**src/sv/bmt_pkg.sv**
```systemverilog
`default_nettype none
package bmt_pkg;

  // Table size default
  localparam int unsigned TableDepthDefault = 16;

  localparam int unsigned AddrW  = 32;
  localparam int unsigned IdW    = 16;
  localparam int unsigned CountW = 32;

  // Operation codes
  typedef enum logic [1:0] {
    FUNC_ADD    = 2'd0,
    FUNC_DELETE = 2'd1,
    FUNC_SEARCH = 2'd2,
    FUNC_NONE   = 2'd3
  } func_t;

  // Result status codes
  typedef enum logic [1:0] {
    ST_DONE  = 2'd0,
    ST_MISS  = 2'd1,
    ST_FULL  = 2'd2,
    ST_UNUSED = 2'd3
  } status_t;

  localparam logic [IdW-1:0] IdFirst = IdW'(1);
  localparam logic [IdW-1:0] IdLast  = {IdW{1'b1}};
  localparam logic [CountW-1:0] CountMax = {CountW{1'b1}};

  // Request token that walks the row of cells
  typedef struct packed {
    logic              valid;
    func_t             func;
    logic [AddrW-1:0]  addr;
    logic [IdW-1:0]    bp_id;
    logic [IdW-1:0]    new_id;
    logic              done;
    status_t           status;
    logic [IdW-1:0]    assigned_id;
    logic [CountW-1:0] visit_count;
  } token_t;

endpackage
`default_nettype wire

```
**src/sv/bmt_cell.sv**
```systemverilog
`default_nettype none
module bmt_cell (
  input  wire logic            clk,
  input  wire logic            rst,
  input  wire logic            adv,
  input  wire bmt_pkg::token_t tok_in,
  output bmt_pkg::token_t      tok_out
);

  // Entry held by this cell
  logic                        live;
  logic [bmt_pkg::IdW-1:0]     ident;
  logic [bmt_pkg::AddrW-1:0]   address;
  logic [bmt_pkg::CountW-1:0]  visits;

  logic                        act;
  logic                        hit_add;
  logic                        hit_del;
  logic                        hit_srch;
  logic [bmt_pkg::CountW-1:0]  visits_next;
  bmt_pkg::token_t             tok_next;

  assign act = adv && tok_in.valid && !tok_in.done;

  // Match terms for each operation
  assign hit_add  = (tok_in.func == bmt_pkg::FUNC_ADD) && !live;
  assign hit_del  = (tok_in.func == bmt_pkg::FUNC_DELETE) && live &&
                    (ident == tok_in.bp_id);
  assign hit_srch = (tok_in.func == bmt_pkg::FUNC_SEARCH) && live &&
                    (address == tok_in.addr);

  // Saturating visit count
  assign visits_next = (visits == bmt_pkg::CountMax) ? visits
                                                     : visits + bmt_pkg::CountW'(1);

  // Token as it leaves this cell
  always_comb begin
    tok_next = tok_in;
    if (!tok_in.done) begin
      if (hit_add) begin
        tok_next.done        = 1'b1;
        tok_next.status      = bmt_pkg::ST_DONE;
        tok_next.assigned_id = tok_in.new_id;
      end else if (hit_del) begin
        tok_next.done   = 1'b1;
        tok_next.status = bmt_pkg::ST_DONE;
      end else if (hit_srch) begin
        tok_next.done        = 1'b1;
        tok_next.status      = bmt_pkg::ST_DONE;
        tok_next.visit_count = visits_next;
      end
    end
  end

  // Live mark and token valid
  always_ff @(posedge clk) begin
    if (rst) begin
      live          <= 1'b0;
      tok_out.valid <= 1'b0;
    end else begin
      if (adv) begin
        tok_out.valid <= tok_in.valid;
      end
      if (act && hit_add) begin
        live <= 1'b1;
      end else if (act && hit_del) begin
        live <= 1'b0;
      end
    end
  end

  // Entry payload and token payload
  always_ff @(posedge clk) begin
    if (act && hit_add) begin
      ident   <= tok_in.new_id;
      address <= tok_in.addr;
      visits  <= '0;
    end else if (act && hit_srch) begin
      visits <= visits_next;
    end
    if (adv) begin
      tok_out.func        <= tok_next.func;
      tok_out.addr        <= tok_next.addr;
      tok_out.bp_id       <= tok_next.bp_id;
      tok_out.new_id      <= tok_next.new_id;
      tok_out.done        <= tok_next.done;
      tok_out.status      <= tok_next.status;
      tok_out.assigned_id <= tok_next.assigned_id;
      tok_out.visit_count <= tok_next.visit_count;
    end
  end

endmodule
`default_nettype wire

```
**config.mk**
```make
export PLATFORM = sky130hd
export DESIGN_NAME = bmt_cell
export DESIGN_NICKNAME = d
export VERILOG_FILES = /design/src/sv/bmt_pkg.sv /design/src/sv/bmt_cell.sv
export SDC_FILE = /design/constraint.sdc
export NUM_CORES = 1
export LEC_CHECK = 0
export CORE_AREA = 2 2 137 139
export CTS_CLUSTER_SIZE = 28
export DETAILED_ROUTE_END_ITERATION = 10
export DIE_AREA = 0 0 139 141
export DONT_BUFFER_PORTS = 1
export MAX_ROUTING_LAYER = met4
export PLACE_DENSITY_LB_ADDON = 0.12
export RECOVER_POWER = 100
export SLEW_MARGIN = 10
export SYNTH_ARGS = -nofsm -noshare
export SYNTH_HDL_FRONTEND = slang
export SYNTH_SLANG_ARGS = --single-unit
```
**constraint.sdc**
```tcl
create_clock -name clk -period 4.03 [get_ports clk]
set_clock_uncertainty 0.1 [all_clocks]
set_input_delay 0.2015 -clock clk [delete_from_list [all_inputs] [get_ports clk]]
set_output_delay 0.2015 -clock clk [all_outputs]
set_load 0.1 [all_outputs]
```
# Word level (Yosys, flattened, before mapping)
# Cells that the tools add are included.
[classes]
add_sub_neg = 1
mul = 0
div_mod_pow = 0
magnitude_cmp = 0
n_eq_ne = 5
n_shift = 0
mux = 11
bitwise_logic = 0
reduce_logical = 15
[op_table]
columns = ["operator", "count"]
rows = [
  ["$mux W32", 4],
  ["$mux W50", 1],
  ["$add A32 B1 Y32 const B", 1],
  ["$eq A32 B32 Y1", 1],
  ["$eq A32 B32 Y1 const B", 1],
  ["$eq A16 B16 Y1", 1],
  ["$mux W16", 1],
  ["$logic_and A1 B1 Y1", 10],
  ["$mux W2", 2],
  ["$mux W3", 1],
  ["$reduce_or A3 Y1", 1],
  ["$eq A2 B1 Y1 const B", 1],
  ["$eq A2 B2 Y1 const B", 1],
  ["$logic_not A1 Y1", 2],
  ["$logic_not A2 Y1", 1],
  ["$mux W1", 2],
  ["$reduce_bool A2 Y1", 1],
]
[totals]
ff_bits = 199
latch_bits = 0
ramBits = 0
mem_bits_ro = 0
in_bits = 121
memories = 0

# Longest topological paths before layout
# Gate-level depths: netlist of run 1.
[logic_depth]
depth_word = 7
ltp_mapped = 8
mapped_depth_nobuf = 7

# Least setup slack after synthesis of run 1
# No wires, ideal clock.
[synth_path]
path_type = "register -> register"
from = "reg live"
to = "reg address[0] (netlist bit) (enable)"
setup_time_ns = 0.387
arrival_ns = 2.438
required_ns = 3.543
path_slack_ns = 1.105
path_stages_with_launch = 7
path_buffers = 2
period_less_slack_ns = 2.925
cell_sequence = "dfxtp_1 > or3_1 > nor2_1 > nand3_1 > inv_1 > buf_2 > buf_2"
[synth_via]
elab_chain_cells = 3
[synth_lines]
columns = ["item", "line", "source"]
rows = [
  ["from (decl)", "bmt_cell.sv:11", "logic live;"],
  ["from (signal assigned)", "bmt_cell.sv:58", "live <= 1'b0;"],
  ["from (signal assigned)", "bmt_cell.sv:65", "live <= 1'b1;"],
  ["from (signal assigned)", "bmt_cell.sv:67", "live <= 1'b0;"],
  ["$logic_not A1 Y1", "bmt_cell.sv:26", "assign hit_add = (tok_in.func == bmt_pkg::FUNC_ADD) && !live;"],
  ["$logic_and A1 B1 Y1", "bmt_cell.sv:26", ""],
  ["$logic_and A1 B1 Y1", "bmt_cell.sv:74", "if (act && hit_add) begin"],
  ["to (signal assigned)", "bmt_cell.sv:76", "address <= tok_in.addr;"],
  ["to (decl)", "bmt_cell.sv:13", "logic [bmt_pkg::AddrW-1:0] address;"],
]
# No other way between the ends.
# A chain may end at the register's enable or synchronous reset.

# Worst setup path in the final report of run 1
[layout_path]
from = "reg live"
to = "reg visits[27] (netlist bit)"
[layout_via]
elab_chain_cells = 3
[layout_lines]
columns = ["item", "line", "source"]
rows = [
  ["$logic_and A1 B1 Y1 / $logic_not A1 Y1 (equally long branches)", "bmt_cell.sv:29, bmt_cell.sv:26", ""],
  ["$logic_and A1 B1 Y1 (on tied branches)", "bmt_cell.sv:29, bmt_cell.sv:26", ""],
  ["$logic_and A1 B1 Y1 (on tied branches)", "bmt_cell.sv:78, bmt_cell.sv:74", ""],
  ["to (signal assigned)", "bmt_cell.sv:79", "visits <= visits_next;"],
  ["to (decl)", "bmt_cell.sv:14", "logic [bmt_pkg::CountW-1:0] visits;"],
]
# Several ways; a longest one is shown, not always the timed one.

==> out/summary.txt, run 1 <==
Fillers: 1508
Hold_ws: 0.02649 ns
CTS buffer count: 17
I/O Pins: 239
Tmin final: 3.137 ns
Layout area overhead: 24.56%
Vias in the first global route: 5071
Tcrit/Tclk final: 77.83%
H-tree levels: 4
Worst hold start: tok_in[117]
DP Worst Slack: 1.268 ns
Clk sinks: 199
Worst hold path class: input pin to register
Layout cells sized above 1: 12.10%
Iteration-0 DRC Markers: 297
Async SR Flop Fraction: 0%
CP endpoint kind: register
Core area: 18270 µm²
Commonest non-fill, non-tap cell in the layout: edfxtp_1
CTS root buffer: clkbuf_16
Outcome: finished, violations left
Crit path kind: register to register
Failing checks: capacitance limit, slew limit
Endpoints failing setup: 0
Total power: 5.043 mW
Worst R2R End: visits[27]$_SDFFE_PP0P_
Initial antenna violation count: 0
CP Max Fanout: 55
Total grt overflow: 0
CTS tree: done
Netlist cell types: 38
R2R Path Start: live$_SDFFE_PP0P_
Seq/Total Area, Yosys: 68.25%
Slew Limit Fails: 118
Vias: 5206
Post-synth EDFFs: 165
Max stage delay on crit path: 0.93 ns
Avg Cell Area, Syn: 14.46 µm²
Final worst slack: 0.8934 ns
Delay-heaviest family, CP: buffers and inverters
GRT Util Overall: 20.00%
Worst skew pair latency: 0.43 ns
Mapped Cells: 571
Antenna cells: 0
Bufs and invs on worst path: 3
Final wirelength: 19160 µm
Die height: 141 µm
Hpwl dp: 12080 µm
Detailed-route wire length per cell: 20.27 µm
Max clock buf depth: 2
Crit-path cells: or3_1, nor2_1, buf_4, nand3_1, clkinv_1, clkbuf_2, or4b_2, o21ai_0
DRC Markers: 0
R2r setup slk: 0.89 ns
Data required time of the critical path: 4.22 ns
Ys Warns: 0
Final Instance Count excl. Fillers: 945
Routability cong.: 0.8681
Hold depth: 3
Hold Vio Cnt, Final: 0
R2R cell count: 8
Max VDD drop: 0.2754 mV
CP max-delay cell: clkbuf_2
Pwr/cell area: 490.4 nW/µm²
Via density: 5.509
Clock slew at reported path FFs: 0.07 ns
Die ar.: 19600 µm²
Ys flop type: edfxtp_1
Port bufs: 0
Post-CTS Resized: 0
Placed instance count: 793
Antenna viol nets, final: 0
Row cnt: 50
Data arrival, critical path: 3.33 ns
Worst Tran Pin Value: 2.950 ns
Maximum number of pins on one net before global-route repair: 118
MaxCap Viol Count: 1
Most frequent cells in the layout: edfxtp_1 (165), dlygate4sd3_1 (119), xnor2_1 (71)
Syn Nets: 693
Final setup TNS: 0 ns
Die width: 139 µm
First-pass GRT wire length: 29170 µm
CP Launch Type: register
Hold EP: live$_SDFFE_PP0P_
Nets: 820
Pre-antenna DRT Iters: 4
Max_slew headroom: -96.64%
FF+latch count, synth: 199
Initial Utilization: 45.20%
Lkg Pwr: 3.341 nW
Mapped Area: 8257 µm²
FMAX: 0.3188 GHz
RSZ-0062 raised after global routing: no
synthesized netlist by cell type, types with 2 or more instances:
| library cell | count | area (µm²) |
|---|---|---|
| or4b_2 | 2 | 20.02 |
| a31oi_1 | 2 | 12.51 |
| nand2_1 | 27 | 101.4 |
| nor4_1 | 7 | 43.79 |
| o31ai_1 | 3 | 22.52 |
| nand3_1 | 20 | 100.1 |
| nor2b_1 | 2 | 12.51 |
| or3_1 | 25 | 156.4 |
| mux2_2 | 48 | 540.5 |
| mux2i_1 | 3 | 30.03 |
| nand2b_1 | 3 | 18.77 |
| and4_1 | 5 | 43.79 |
| o21ai_0 | 26 | 130.1 |
| xor2_1 | 7 | 61.31 |
| nor3_1 | 6 | 30.03 |
| o211ai_1 | 4 | 30.03 |
| a21oi_1 | 28 | 140.1 |
| and3_1 | 5 | 31.28 |
| clkbuf_1 | 12 | 45.04 |
| nand4b_1 | 2 | 17.52 |
| nor2_1 | 11 | 41.29 |
| inv_1 | 4 | 15.01 |
| buf_2 | 5 | 25.02 |
| or4_1 | 6 | 45.04 |
| dfxtp_1 | 34 | 680.7 |
| edfxtp_1 | 165 | 4955 |
| or2_2 | 2 | 12.51 |
| nand4_1 | 27 | 168.9 |
| xnor2_1 | 71 | 621.9 |
registers in the layout (all words and copies together), names as in the netlist:
register / cells
tok_out: 118
address: 32
visits: 32
ident: 16
live: 1
routing by layer:
layer	routed length, µm	vias to the layer above	global-route usage [%]	part of all wire [%]
met4	256	0	7.230	1.3
met3	994	16	4.042	5.2
met1	8575	2561	26.54	45
met2	9331	186	30.88	49
met5	0	-	-	0
li1	-	2443	-	-
cells by family after synthesis:
| kind of cell | synth area share [%] |
|---|---|
| AO/OA/AOI/OAI | 4.425 |
| XOR/XNOR | 8.274 |
| adder cells (fa/ha/maj) | 0.1515 |
| buffers and inverters | 1.030 |
| flip-flops | 68.25 |
| multiplexers | 6.910 |
| AND/OR/NAND/NOR | 10.96 |
how the worst max path moves through the flow:
stage / startpoint / to / slack, ns / depth (start not counted)
3_3_place_gp: live$_SDFFE_PP0P_ / visits[27]$_SDFFE_PP0P_ / 1.32 / 8
2_1_floorplan: live$_SDFFE_PP0P_ / address[0]$_DFFE_PP_ / 1.11 / 6
4_1_cts: live$_SDFFE_PP0P_ / visits[27]$_SDFFE_PP0P_ / 1.25 / 8
6_report: live$_SDFFE_PP0P_ / visits[27]$_SDFFE_PP0P_ / 0.89 / 8
3_5_place_dp: live$_SDFFE_PP0P_ / visits[27]$_SDFFE_PP0P_ / 1.27 / 8
5_1_grt: live$_SDFFE_PP0P_ / visits[27]$_SDFFE_PP0P_ / 0.54 / 8
repair_timing:
action | in CTS | in global routing
setup buffers | 0 | 0
hold buffers | 120 | 0
endpoints found under the hold margin | 284 | 0
stage by stage:
| step | utilization (%) | area (µm²) |
|---|---|---|
| 6_report | 56.30 | 10280 |
| 5_1_grt | 56.30 | 10280 |
| 4_1_cts | 56.66 | 10350 |
| 3_5_place_dp | 46.66 | 8524 |
| 3_3_place_gp | 46.66 | 8524 |
| 2_1_floorplan | - | 8257 |
final cells by class:
cell class	instances	area, µm²	area share, %
clock buffers	18	429.2	4.173
clock inverters	14	178.9	1.740
inverters	4	15.01	0.1460
multi-input cells	351	2509	24.39
flip-flops and latches	199	5635	54.79
well taps	234	292.8	2.847
repair buffers	125	1225	11.91
worst reg2reg max path: stages (launching register included):
cell and delay (ns):
dfxtp_1 0.33, or3_1 0.41, nor2_1 0.10, buf_4 0.28
nand3_1 0.36, clkinv_1 0.14, clkbuf_2 0.93, or4b_2 0.29
o21ai_0 0.07
where the power goes:
part	switching (mW)	internal [mW]	total, mW
Combinational	0.0858	0.126	0.212
Sequential	0.747	2.36	3.10
Clock	0.783	0.944	1.73
Total	1.62	3.43	5.04
No activity file was read; power rests on OpenSTA's default activity.
==> run 2: changes to the inputs <==
- ABC_AREA: not set -> 1
- CORE_AREA: 2 2 137 139 -> 2 2 145 147
- DIE_AREA: 0 0 139 141 -> 0 0 147 149
- clock period: 4.03 -> 3.05 ns (I/O delays scaled with it)
==> out/summary.txt, run 2 <==
Sequential share of power: 58.4% (was 61.6%)
Post-CTS Resized: 0 (unchanged)
Yosys top cell by area: edfxtp_1 (unchanged)
Most frequent cells in the layout: nand2_1 (307), edfxtp_1 (165), nor2_1 (144) (was edfxtp_1 (165), dlygate4sd3_1 (119), xnor2_1 (71))
Met1 usage: 30.95% (was 26.54%)
Global routing usage on met3: 4.924% (was 4.042%)
Initial antenna violation count: 0 (unchanged)
Detailed-route wire length per cell: 17.03 µm (was 20.27 µm)
Hold depth: 0 (was 3)
Avg Cell Area, Syn: 9.381 µm² (was 14.46 µm²)
Synth area leaders: edfxtp_1 (54%), nand2_1 (12%), dfxtp_1 (7.4%) (was edfxtp_1 (60%), dfxtp_1 (8.2%), xnor2_1 (7.5%))
Pwr/cell area: 640.1 nW/µm² (was 490.4 nW/µm²)
CTS tree: done (unchanged)
GRT Util Overall: 22.62% (was 20.00%)
CTS buffer count: 17 (unchanged)
Mapped Area: 9240 µm² (was 8257 µm²)
Hpwl dp: 15880 µm (was 12080 µm)
Top cells by count, synth: nand2_1 (300), edfxtp_1 (165), nor2_1 (144), inv_1 (124), nand3_1 (51) (was edfxtp_1 (165), xnor2_1 (71), mux2_2 (48), dfxtp_1 (34), a21oi_1 (28))
Vias in the first global route: 6730 (was 5071)
Gate power share: 8.3% (was 4.2%)
Fillers: 1837 (was 1508)
Most frequent cell after synthesis: nand2_1 (was edfxtp_1)
Final wirelength: 23930 µm (was 19160 µm)
Final Instance Count excl. Fillers: 1405 (was 945)
Syn Nets: 1107 (was 693)
Netlist cell types: 30 (was 38)
Placed instance count: 1246 (was 793)
Total grt overflow: 0 (unchanged)
Top flop regs: tok_out x118, address x32, visits x32 (unchanged)
Max reg flops: 118 (unchanged)
Final setup TNS: 0 ns (unchanged)
CTS root buffer: clkbuf_16 (unchanged)
Max VDD drop: 0.3249 mV (was 0.2754 mV)
Port bufs: 0 (unchanged)
Via density: 4.939 (was 5.509)
H-tree levels: 4 (unchanged)
Data arrival, critical path: 2.85 ns (was 3.33 ns)
Die width: 147 µm (was 139 µm)
Yosys top cell area share: 53.62% (was 60.01%)
NetSw: 2.659 mW (was 1.616 mW)
Hold Vio Cnt, Final: 117 (was 0)
R2R Path Start: visits[0]$_SDFFE_PP0P_ (was live$_SDFFE_PP0P_)
Biggest register: tok_out (unchanged)
DRC Markers: 0 (unchanged)
CTS Hold Buffers Added: 127 (was 120)
Final core occ: 55.33% (was 56.30%)
Nets: 1239 (was 820)
Outcome: finished, violations left (unchanged)
Clk sinks: 199 (unchanged)
First-pass GRT wire length: 36600 µm (was 29170 µm)
Worst skew pair latency: 0.45 ns (was 0.43 ns)
Routability cong.: 0.9441 (was 0.8681)
CP Max Fanout: 9 (was 55)
Async SR Flop Fraction: 0% (unchanged)
Ys flop type: edfxtp_1 (unchanged)
R2r setup slk: 0.29 ns (was 0.89 ns)
Int Power: 4.620 mW (was 3.428 mW)
Layout area overhead: 23.09% (was 24.56%)
FMAX: 0.3620 GHz (was 0.3188 GHz)
Row cnt: 53 (was 50)
Layout cells sized above 1: 7.080% (was 12.10%)
Ys Warns: 0 (unchanged)
Failing checks: hold timing (was capacitance limit, slew limit)
Vias: 6939 (was 5206)
Max clock buf depth: 2 (unchanged)
Core area: 20560 µm² (was 18270 µm²)
Die height: 149 µm (was 141 µm)
Tmin final: 2.762 ns (was 3.137 ns)
Endpoints failing setup: 0 (unchanged)
Placed cell areas: 9499 µm² (was 8524 µm²)
I/O Pins: 239 (unchanged)
Data required time of the critical path: 3.14 ns (was 4.22 ns)
Worst hold path class: input pin to register (unchanged)
Worst R2R End: tok_out[1]$_DFFE_PP_ (was visits[27]$_SDFFE_PP0P_)
Clock network power share: 33.3% (was 34.2%)
Antenna viol nets, final: 0 (unchanged)
Lkg Pwr: 4.809 nW (was 3.341 nW)
Switching portion of total power: 36.53% (was 32.04%)
Antenna cells: 0 (unchanged)
Post-synth EDFFs: 165 (unchanged)
Slew Limit Fails: 0 (was 118)
Mapped Cells: 985 (was 571)
Die ar.: 21900 µm² (was 19600 µm²)
Pre-antenna DRT Iters: 5 (was 4)
Worst Tran Pin Value: 1.240 ns (was 2.950 ns)
Max_slew headroom: 17.32% (was -96.64%)
Number of post-CTS setup repair buffers: 0 (unchanged)
FF+latch count, synth: 199 (unchanged)
Clock slew at reported path FFs: 0.09 ns (was 0.07 ns)
Maximum number of pins on one net before global-route repair: 120 (was 118)
Commonest non-fill, non-tap cell in the layout: nand2_1 (was edfxtp_1)
Tcrit/Tclk final: 90.56% (was 77.83%)
Busiest grt layer: met2 (unchanged)
Iteration-0 DRC Markers: 455 (was 297)
Seq/Total Area, Yosys: 60.99% (was 68.25%)
Crit path kind: register to register (unchanged)
Area of the multi-input gates: 2953 µm² (was 2509 µm²)
Hold EP: tok_out[29]$_DFFE_PP_ (was live$_SDFFE_PP0P_)
CP Launch Type: register (unchanged)
RSZ-0062 raised after global routing: no (unchanged)
FF+latch area: 5635 µm² (unchanged)
Hold_ws: -0.2673 ns (was 0.02649 ns)
Initial Utilization: 44.95% (was 45.20%)
CP endpoint kind: register (unchanged)
Met2 Use GR: 33.71% (was 30.88%)
Worst hold start: adv (was tok_in[117])
R2R cell count: 8 (unchanged)
MaxCap Viol Count: 0 (was 1)
Final Cell Area: 11370 µm² (was 10280 µm²)
==> run 2: cell count changes in the layout (fill, tap and decap cells not counted), sizes merged, moves of 8 or more <==
cell / change
a21oi: -24
xor2: +10
inv: +129
xnor2: -61
dlygate4sd3: +8
nand3: +34
nor4: -8
nor2: +144
nand2: +287
or3: -25
mux2: -32
==> run 2: how the worst max path moves through the flow <==
| stage | startpoint | end | cells past startpoint |
|---|---|---|---|
| after floorplan | live$_SDFFE_PP0P_ | visits[12]$_SDFFE_PP0P_ | 7 |
| after global placement | address[13]$_DFFE_PP_ | visits[18]$_SDFFE_PP0P_ | 11 |
| after detailed placement | live$_SDFFE_PP0P_ | tok_out[12]$_DFFE_PP_ | 11 |
| after CTS | live$_SDFFE_PP0P_ | tok_out[30]$_DFFE_PP_ | 11 |
| after global routing | address[13]$_DFFE_PP_ | tok_out[17]$_DFFE_PP_ | 12 |
| final | visits[0]$_SDFFE_PP0P_ | tok_out[1]$_DFFE_PP_ | 8 |
==> run 2: power by group through the flow <==
stage | logic, mW | registers, mW | clock network, mW
after global routing | 0.680 | 4.28 | 2.55
after global placement | 0.450 | 4.31 | 0
after CTS | 0.608 | 4.25 | 2.46
after detailed placement | 0.454 | 4.31 | 0
final | 0.601 | 4.25 | 2.42
after floorplan | 0.361 | 4.26 | 0
==> run 2: stage by stage <==
| step | total power [mW] | setup slack [ns] | hold slack, ns |
|---|---|---|---|
| 2_1_floorplan | 4.621 | 0.2700 | 0.1216 |
| 3_3_place_gp | 4.762 | 0.6544 | 0.1243 |
| 3_5_place_dp | 4.762 | 0.6895 | 0.1255 |
| 4_1_cts | 7.319 | 0.3390 | -0.2923 |
| 5_1_grt | 7.507 | 0.001171 | -0.2922 |
| 6_report | 7.280 | 0.2879 | -0.2673 |
==> run 2: kinds of logic (layout without fill, tap and decap cells) <==
kind of cell / count (synthesis) / count (layout) / share of synthesized area (%)
xor gates and xnor gates: 27 / 27 / 2.559
AOI/OAI and AO/OA: 32 / 32 / 1.733
and+or+nand+nor: 562 / 562 / 25.90
adders and majority gates: 1 / 1 / 0.1354
muxes: 16 / 16 / 1.950
DFF: 199 / 199 / 60.99
buffers and inverters: 148 / 293 / 6.730
==> run 2: worst max-delay path, cell delays in order, from the launching register on <==
cell	delay, ns
dfxtp_1	0.43
ha_1	0.30
inv_1	0.11
nor2_1	0.26
nand2_1	0.24
nor2_8	0.19
nand3_1	0.30
o21ai_0	0.42
o21ai_0	0.14
==> run 2: area by class of cell <==
class,count,share of cell area [%]
multi-input combinational,638,25.96
timing repair buffer,134,11.62
inverter,127,4.191
sequential,199,49.55
clock buffer,17,3.740
tap,275,3.025
clock inverter,15,1.914
==> run 2: metal layers <==
layer / share of wire (%) / up-vias
li1: - / 3443
met1: 46 / 3197
met2: 45 / 269
met3: 7.7 / 30
met4: 1.8 / 0
met5: 0 / -
==> run 3: changes to the inputs <==
--- a/constraint.sdc
+++ b/constraint.sdc
@@ -3,3 +3,3 @@
 set_input_delay 0.1525 -clock clk [delete_from_list [all_inputs] [get_ports clk]]
 set_output_delay 0.1525 -clock clk [all_outputs]
-set_load 0.1 [all_outputs]
+set_load 0.02 [all_outputs]
==> out/summary.txt, run 3 (synthesized netlist as in run 2, its figures left out) <==
Outcome: finished, violations left (unchanged)
Failing checks: hold timing (unchanged)
H-tree levels: 4 (unchanged)
Top flop regs: tok_out x118, address x32, visits x32 (unchanged)
Final setup TNS: 0 ns (unchanged)
M1 WL: 11070 µm (was 10940 µm)
Max clock buf depth: 2 (unchanged)
Hold_ws: -0.2642 ns (was -0.2673 ns)
Iteration-0 DRC Markers: 509 (was 455)
Sequential share of power: 53.6% (was 58.4%)
Layout area overhead: 23.09% (unchanged)
Pwr/cell area: 572.1 nW/µm² (was 640.1 nW/µm²)
I/O Pins: 239 (unchanged)
Commonest non-fill, non-tap cell in the layout: nand2_1 (unchanged)
CP endpoint kind: register (unchanged)
Gate power share: 9.3% (was 8.3%)
Row cnt: 53 (unchanged)
Nets: 1240 (was 1239)
Routability cong.: 0.8911 (was 0.9441)
Clk sinks: 199 (unchanged)
Data arrival, critical path: 2.83 ns (was 2.85 ns)
Biggest register: tok_out (unchanged)
Die height: 149 µm (unchanged)
Via density: 4.912 (was 4.939)
Hold depth: 0 (unchanged)
Data required time of the critical path: 3.15 ns (was 3.14 ns)
Hold Vio Cnt, Final: 117 (unchanged)
Switching portion of total power: 29.02% (was 36.53%)
R2r setup slk: 0.32 ns (was 0.29 ns)
RSZ-0062 raised after global routing: no (unchanged)
First-pass GRT wire length: 36990 µm (was 36600 µm)
CTS Hold Buffers Added: 127 (unchanged)
Hpwl dp: 15690 µm (was 15880 µm)
FMAX: 0.3658 GHz (was 0.3620 GHz)
Worst skew pair latency: 0.44 ns (was 0.45 ns)
Lkg Pwr: 4.800 nW (was 4.809 nW)
NetSw: 1.889 mW (was 2.659 mW)
CTS tree: done (unchanged)
Antenna viol nets, final: 0 (unchanged)
Initial antenna violation count: 0 (unchanged)
DP Worst Slack: 0.6364 ns (was 0.6895 ns)
Detailed-route wire length per cell: 16.91 µm (was 17.03 µm)
Clock network power share: 37.1% (was 33.3%)
Crit path kind: register to register (unchanged)
Worst hold start: adv (unchanged)
Vias in the first global route: 6707 (was 6730)
Pre-antenna DRT Iters: 6 (was 5)
Final worst slack: 0.3163 ns (was 0.2879 ns)
Vias: 6906 (was 6939)
R2R cell count: 12 (was 8)
Max_slew headroom: 17.01% (was 17.32%)
Endpoints failing setup: 0 (unchanged)
Core area: 20560 µm² (unchanged)
Tcrit/Tclk final: 89.63% (was 90.56%)
Slew Limit Fails: 0 (unchanged)
CP Launch Type: register (unchanged)
Antenna cells: 0 (unchanged)
Worst hold path class: input pin to register (unchanged)
Worst R2R End: tok_out[31]$_DFFE_PP_ (was tok_out[1]$_DFFE_PP_)
Most frequent cells in the layout: nand2_1 (304), edfxtp_1 (165), nor2_1 (144) (was nand2_1 (307), edfxtp_1 (165), nor2_1 (144))
CTS root buffer: clkbuf_16 (unchanged)
Port bufs: 0 (unchanged)
Int Power: 4.619 mW (was 4.620 mW)
Wire length on met2: 10620 µm (was 10700 µm)
Die ar.: 21900 µm² (unchanged)
CTS buffer count: 17 (unchanged)
DRC Markers: 0 (unchanged)
Max reg flops: 118 (unchanged)
Die width: 147 µm (unchanged)
Max VDD drop: 0.3736 mV (was 0.3249 mV)
Fillers: 1827 (was 1837)
Maximum number of pins on one net before global-route repair: 120 (unchanged)
Layout cells sized above 1: 7.339% (was 7.080%)
CP Max Fanout: 11 (was 9)
Tmin final: 2.734 ns (was 2.762 ns)
Final wirelength: 23770 µm (was 23930 µm)
DR top layer: met4 (unchanged)
MaxCap Viol Count: 0 (unchanged)
GRT Util Overall: 22.75% (was 22.62%)
Met3 wire length: 1708 µm (was 1847 µm)
Worst Tran Pin Value: 1.245 ns (was 1.240 ns)
Hold EP: tok_out[29]$_DFFE_PP_ (unchanged)
Clock slew at reported path FFs: 0.09 ns (about the same)
Initial Utilization: 44.95% (unchanged)
Total grt overflow: 0 (unchanged)
R2R Path Start: address[8]$_DFFE_PP_ (was visits[0]$_SDFFE_PP0P_)
==> run 3: area by class of cell <==
class                           instances  area [µm²]  share of cell area (%)
Sequential cell                       199        5635                   49.55
Multi-Input combinational cell        638        2955                   25.98
Timing Repair Buffer                  135        1321                   11.62
Inverter                              127       476.7                   4.191
Clock buffer                           17       425.4                   3.740
Tap cell                              275       344.1                   3.025
Clock inverter                         15       215.2                   1.892
==> run 3: worst max path at each step <==
stage | start | end | slack (ns) | cells past startpoint
final | address[8]$_DFFE_PP_ | tok_out[31]$_DFFE_PP_ | 0.32 | 12
after global routing | address[8]$_DFFE_PP_ | tok_out[17]$_DFFE_PP_ | 0.05 | 12
after CTS | address[9]$_DFFE_PP_ | tok_out[31]$_DFFE_PP_ | 0.31 | 12
after detailed placement | address[14]$_DFFE_PP_ | tok_out[22]$_DFFE_PP_ | 0.64 | 11
after global placement | address[2]$_DFFE_PP_ | tok_out[22]$_DFFE_PP_ | 0.66 | 11
after floorplan | live$_SDFFE_PP0P_ | visits[12]$_SDFFE_PP0P_ | 0.27 | 7
==> run 3: power groups by stage <==
stage               combinational, mW  sequential [mW]  clock [mW]
floorplan                       0.361             3.50           0
global placement                0.444             3.55           0
detailed placement              0.452             3.55           0
CTS                             0.605             3.49        2.46
global route                    0.690             3.51        2.56
finish                          0.605             3.49        2.41
==> run 3: metal layers <==
metal  vias up  GRT usage [%]
met4         0          6.106
met2       253          34.08
met5         -              -
met1      3188          31.65
li1       3442              -
met3        23          4.985
==> run 3: worst max-delay path: stages (launching register included) <==
cell	delay, ns
edfxtp_1	0.40
nand2_1	0.09
nand2_1	0.08
nor2_1	0.13
nand2_1	0.08
nor2_1	0.09
nand2_1	0.06
nor2_2	0.10
buf_4	0.23
nand2_1	0.26
o21ai_0	0.24
dlygate4sd3_1	0.58
nand2_1	0.05
==> run 3: repair_timing <==
item,4_1_cts,5_1_grt
buffers inserted,0,0
endpoints found under the hold margin,283,117
resized for setup,0,0
==> run 3: through the flow <==
step | cell area, µm² | hold WS [ns] | utilization, % | power [mW] | cells
after CTS | 11420 | -0.2816 | 55.54 | 6.554 | 1406
after global placement | 9507 | 0.1240 | 46.24 | 3.997 | 1247
final | 11370 | -0.2642 | 55.33 | 6.507 | 1406
after global routing | 11370 | -0.2839 | 55.33 | 6.761 | 1406
after detailed placement | 9507 | 0.1264 | 46.24 | 3.998 | 1247
after floorplan | 9243 | 0.1216 | - | 3.859 | 985
